File: src/sv/cnc_fifo.sv
// Short queue between the front end and the back end of the cone block.
// No dependencies.
`timescale 1ns / 1ps

module cnc_fifo #(
  parameter int WIDTH = 8,
  parameter int DEPTH = 2
) (
  input  logic             clk,
  input  logic             rst_n,
  input  logic             push,
  input  logic [WIDTH-1:0] push_data,
  output logic             full,
  input  logic             pop,
  output logic [WIDTH-1:0] head,
  output logic             empty
);

  localparam int PW = (DEPTH > 1) ? $clog2(DEPTH) : 1;
  localparam int CW = $clog2(DEPTH + 1);

  logic [WIDTH-1:0] slot_r [DEPTH];
  logic [PW-1:0]    wptr_r, rptr_r;
  logic [CW-1:0]    count_r;
  logic             do_push, do_pop;

  assign full    = (count_r == CW'(DEPTH));
  assign empty   = (count_r == '0);
  assign head    = slot_r[rptr_r];
  assign do_push = push && !full;
  assign do_pop  = pop && !empty;

  // Pointers wrap at the queue depth.
  always_ff @(posedge clk) begin
    if (!rst_n) begin
      wptr_r  <= '0;
      rptr_r  <= '0;
      count_r <= '0;
    end else begin
      if (do_push) begin
        wptr_r <= (wptr_r == PW'(DEPTH - 1)) ? '0 : PW'(wptr_r + 1'b1);
      end
      if (do_pop) begin
        rptr_r <= (rptr_r == PW'(DEPTH - 1)) ? '0 : PW'(rptr_r + 1'b1);
      end
      if (do_push && !do_pop) begin
        count_r <= CW'(count_r + 1'b1);
      end else if (do_pop && !do_push) begin
        count_r <= CW'(count_r - 1'b1);
      end
    end
  end

  // Storage.
  always_ff @(posedge clk) begin
    if (do_push) begin
      slot_r[wptr_r] <= push_data;
    end
  end

endmodule

File: config.mk
export PLATFORM = sky130hd
export DESIGN_NAME = cnc_fifo
export DESIGN_NICKNAME = d
export VERILOG_FILES = /design/src/sv/cnc_fifo.sv
export SDC_FILE = /design/constraint.sdc
export NUM_CORES = 1
export LEC_CHECK = 0
export BUFFER_PORTS_ARGS = -buffer_cell sky130_fd_sc_hd__buf_2
export CAP_MARGIN = 10
export CORE_MARGIN = 4
export CORE_UTILIZATION = 44
export DETAILED_ROUTE_END_ITERATION = 12
export GPL_ROUTABILITY_DRIVEN = 0
export PLACE_DENSITY_LB_ADDON = 0.05
export SYNTH_ARGS = -nofsm -noshare
export SYNTH_HDL_FRONTEND = slang
export SYNTH_SLANG_ARGS = --single-unit
File: constraint.sdc
create_clock -name clk -period 1.61 [get_ports clk]
set_clock_uncertainty 0.15 [all_clocks]
set_input_delay 0.0805 -clock clk [delete_from_list [all_inputs] [get_ports clk]]
set_output_delay 0.0805 -clock clk [all_outputs]
set_load 0.02 [all_outputs]
======== After elaboration in Yosys (flattened, before gate mapping) ========
Memories as Yosys holds them, arrays and structs flattened. A register that Yosys moved wholly into a read port is not among the register bits.
Cells that the tools add are included.
storage, ports and cells
  flip-flop bits (word level) ............. 4
  memory bits (writable) .................. 16
  input port bits ......................... 12
  output and inout port bits .............. 10
  word-level logic and storage cells ...... 27
  memories ................................ 1
memories
  name    words  width  rd ports  clocked after Yosys merged registers in  write ports  RTL line  source
  slot_r  2      8      1         1                                        1            22        logic [WIDTH-1:0] slot_r [DEPTH];
cells by class
  add/sub/neg operators ................... 4
  eq/ne operators ......................... 1
  mux-type cells .......................... 8
  reductions and logical operators ........ 10
operators with widths
  operator               count
  $mux W1                6
  $logic_and A1 B1 Y1    4
  $logic_not A1 Y1       4
  $mux W2                2
  $add A1 B1 Y1 const B  2
  $add A2 B1 Y2 const B  1
  $eq A2 B2 Y1 const B   1
  $logic_not A2 Y1       1
  $reduce_bool A2 Y1     1
  $sub A2 B1 Y2 const B  1

======== Depth between registers and ports, before layout ========
  depth in word-level cells ............... 7
  depth in mapped cells ................... 7
  gate-level depth less buffers ........... 7

======== Worst setup path before layout ========
No wires, ideal clock.
  path type ............................... register -> register
  start point ............................. reg count_r[0]
  end point ............................... reg count_r[1]
  library setup time ...................... 0.070 ns
  arrival time ............................ 1.444 ns
  data required time ...................... 1.390 ns
  setup slack ............................. -0.054 ns
  cell stages (with the launch flop) ...... 7
  buffers on the path ..................... 0
  clock period less this slack ............ 1.664 ns
  path through ............................ dfxtp_1 > nand2b_1 > inv_2 > nor2_1 > ha_1 > or3_1 > a21boi_1
between the ends
  cells in the longest elaborated chain, start to end .. 6
  elaborated cells between the ends (all ways) .. 15
  those cells by class .................... add/sub: 2; eq/ne: 1; mux: 2; reduce/logical: 10
RTL lines
  item                                 RTL line  source
  from (decl)                          24        logic [CW-1:0] count_r;
  from (signal assigned)               47        count_r <= CW'(count_r + 1'b1);
  from (signal assigned)               49        count_r <= CW'(count_r - 1'b1);
  $eq A2 B2 Y1 *                       27        assign full = (count_r == CW'(DEPTH));
  net full                             13        output logic full,
  $logic_not A1 Y1 *                   30        assign do_push = push && !full;
  $logic_and A1 B1 Y1 *                30
  $logic_not A1 Y1                     48        end else if (do_pop && !do_push) begin
  $logic_and A1 B1 Y1                  48
  $reduce_bool A2 Y1 (no source line)  n/a
Mark *: on every way through the listed nets, which the timed path passes. The rest lies on a longest branch. The select of a mux whose other input is x is not followed.
A chain may end at the register's enable or synchronous reset.

======== Worst setup path in the final report ========
  start point ............................. reg count_r[0]
  end point ............................... reg count_r[1]
between the ends
  cells in the longest elaborated chain, start to end .. 6
  elaborated cells between the ends (all ways) .. 15
  those cells by class .................... add/sub: 2; eq/ne: 1; mux: 2; reduce/logical: 10
RTL lines
  item                                                                   RTL line
  $eq A2 B2 Y1 / $logic_not A2 Y1 (equally long branches)                27, 28
  $logic_not A1 Y1 (on tied branches)                                    30, 31
  $logic_and A1 B1 Y1 (on tied branches)                                 30, 31
  $logic_not A1 Y1 (on tied branches)                                    48, 46
  $logic_and A1 B1 Y1 (on tied branches)                                 48, 46
  $reduce_bool A2 Y1 (no source line) / $mux W2 (equally long branches)  n/a
Parallel ways exist; a longest one is shown, timed or not. The select of a mux whose other input is x is not followed.

==> results.md <==
* Drt drc at 0
* Hold path cells at 5
* Final min period at 1.60 ns
* Setup Viol. Count Final at 0
* Iteration count of the initial detailed-routing pass at 3
* Hold Path Origin: pop
* R2R Setup Slk at 0.006 ns
* CP peak stage delay at roughly 0.37 ns
* Core Area at 1730 um^2
* TNS Setup at 0 ns
* Power Total at 1690 uW
* Max-slew violations at 0
* CP delay by family, top: simple AND/OR/NAND/NOR gates
* Initial antenna violation count at 0
* IR drop worst, VDD at 1.02 mV
* Start point of the critical path: count_r[0]
* Starting Density at between 40% and 50%
* Mean area per synthesized cell at 16.2 um^2
* Max cap viols at 0
* Number of nets with antenna violations after routing at 0
* Routed len/inst at 12.3 um
* Hold WC Path Type: in2reg
* Yosys Warn Count at 0
* Worst Path Max Fanout at 5
* Largest net degree at the start of global routing at 12
* Vias in the first global route at 583
* Final HPWL DP at approximately 970 um
* Finished Layout Cells at approximately 120
* Worst R2R Path Depth at 7
* Buffers and inverters on the worst path at 1
* DR vias at approximately 520
* Final #Nets at ~110
* Worst slew pin tran at 0.199 ns
* Synth Register Bits at 21
* Dpl cells at 100
* Synthesized area at slightly above 800 um^2
* GRT Residual Overflow at 0
* Placement Cell Area at 990 um^2
* Highest clock rate at 623 MHz
* Synth Area in Compound Gates at 4.02%
* CTS tree: yes
* First-pass GRT wire length at 2.55 mm
* Critical path arrival at 1.68 ns
* Critical path type: reg2reg
* Final hold vios at 0
* DIE WIDTH at 50.9 um
* Distinct cells, synth at 20
* Largest family of logic cells by synthesized area: multiplexers
* Ports at 22
* Area Growth Syn to Fin at 41.3%
* Outcome: complete, no violations
* Initial DRC Count at 7
* Clk_lat worst skew at about 0.29 ns
* Layout cells sized above 1 at 50.0%
* Worst hold path endpoint: count_r[1]
* Root Buffer: clkbuf_4
* RSZ-0062 raised after global routing: yes
* CTS Buf Count at 3
* H-tree levels at 1
* # rows at 15
* Layout Utilization at about two thirds
* Via-to-Cell Ratio at 4.48
* Simple-gate share of the synthesized area at 6.80%
* CP Data Required Time at between 1.5 and 2 ns
* Pwr per Cell Area at 1470 nW/um^2
* # clock sinks at 21
* Adder-Cell Fraction of Synth Area at 1.55%
* Crit-path cells: nand2b_4, inv_4, nor2_1, ha_1, xor2_1, or3_1, a21boi_1
* Final wirelength at 1.44 mm
* Slowest-stage cell, CP: dfxtp_4
* Period utilization at 99.6%
* Syn_nets at 63
* Die Height at about 50 um
* Crit path depth at 7
* Clock Tree Buf Depth at 2
* Synthesized instance count at 50
* Leak at 0.000465 uW
* Post-Layout Inst Area at approximately 1100 um^2
* Seq/Total Area, Yosys at between 70% and 80%
* Crit start category: flip-flop
* Max_slew headroom at 86.7%
* RR Endpoint: count_r[1]
* Die area at 2590 um^2
* Multiplexer share of the synthesized area at 11.1%
* ANT cells at 0
* Setup crit end kind: flip-flop
* IO buf count at 21
* Clock transition at path regs at 0.11 ns
* Gr usage total at between 10% and 20%
* XOR/XNOR Fraction of Synth Area at 3.25%
* Worst r2r src: count_r[0]
==> cell usage in the layout (no fill, tap or decap), types with 2 or more instances in the layout <==
master          n
and2_1          3
buf_2          21
buf_4           8
clkbuf_4        3
dfxtp_1         2
dfxtp_2         2
dlygate4sd3_1  10
edfxtp_1       16
mux2_2          8
nor2_1          2
xnor2_1         2
==> registers in the layout (all words and copies together) (netlist names), named ones only <==
register	cells
rptr_r	1
wptr_r	1
count_r	2
slot_r	16
==> worst max path at each step <==
stage / endpoint / slack [ns]
6_report: count_r[1] / 0.006
5_1_grt: count_r[1] / -0.09
3_3_place_gp: count_r[1] / 0.04
3_5_place_dp: count_r[1] / -0.03
2_1_floorplan: count_r[1] / 0.03
4_1_cts: count_r[1] / -0.03
==> metal layers <==
layer	vias to the layer above	part of all wire, %	global-route usage [%]
met5	-	0	0
met4	0	0	6.73
li1	265	-	-
met1	248	40	16.0
met3	0	4.0	2.62
met2	11	56	23.0
==> kinds of logic after synthesis <==
kind of cell / count (synthesis)
mux: 8
flops: 21
simple gates: 9
buf+inv: 3
fa+ha+maj: 1
xor+xnor: 3
compound gates: 5
==> Yosys cell counts, drive strengths merged <==
library cell,n,area (um^2)
a21boi,2,15.0
and2,3,18.8
and3,1,6.26
buf,1,5.00
dfxtp,5,100
edfxtp,16,480
ha,1,12.5
inv,2,7.50
mux2,8,90.1
nand2b,1,6.26
nor2,2,7.51
nor3,1,10.0
o21a,1,7.51
o21ai,2,10.0
or3,1,6.26
xnor2,2,17.5
xor2,1,8.76
==> layout make-up <==
class	instances	area, um^2
Clock buffer	4	26.3
Fill cell	152	583
Inverter	2	10.0
Multi-Input combinational cell	26	224
Sequential cell	21	587
Tap cell	25	31.3
Timing Repair Buffer	39	265
==> stage by stage <==
stage,setup slack (ns),hold WS (ns)
after global placement,0.0446,0.120
after floorplan,0.0296,0.0294
after global routing,-0.0862,0.208
after CTS,-0.0262,0.168
final,0.00611,0.191
after detailed placement,-0.0314,0.122
==> power by group <==
group	switching, uW	internal, uW	leakage [uW]
sequential	75.2	702	0.000192
combinational	324	338	0.000258
clock	150	96.4	0.0000150
==> worst min-delay path, stage by stage <==
cell and delay, ns:
buf_2 0.09, o21ai_1 0.10, ha_1 0.17, or3_1 0.11
a21boi_1 0.05
==> timing repair <==
action | 4_1_cts | 5_1_grt
hold endpoints to repair | 21 | 0
hold buffers | 10 | 0
endpoints found under the setup margin | 9 | 2
buffers inserted | 1 | 2
pin swaps | 2 | 1
gates resized for setup | 3 | 0
Power figures use the tool's default switching activity.
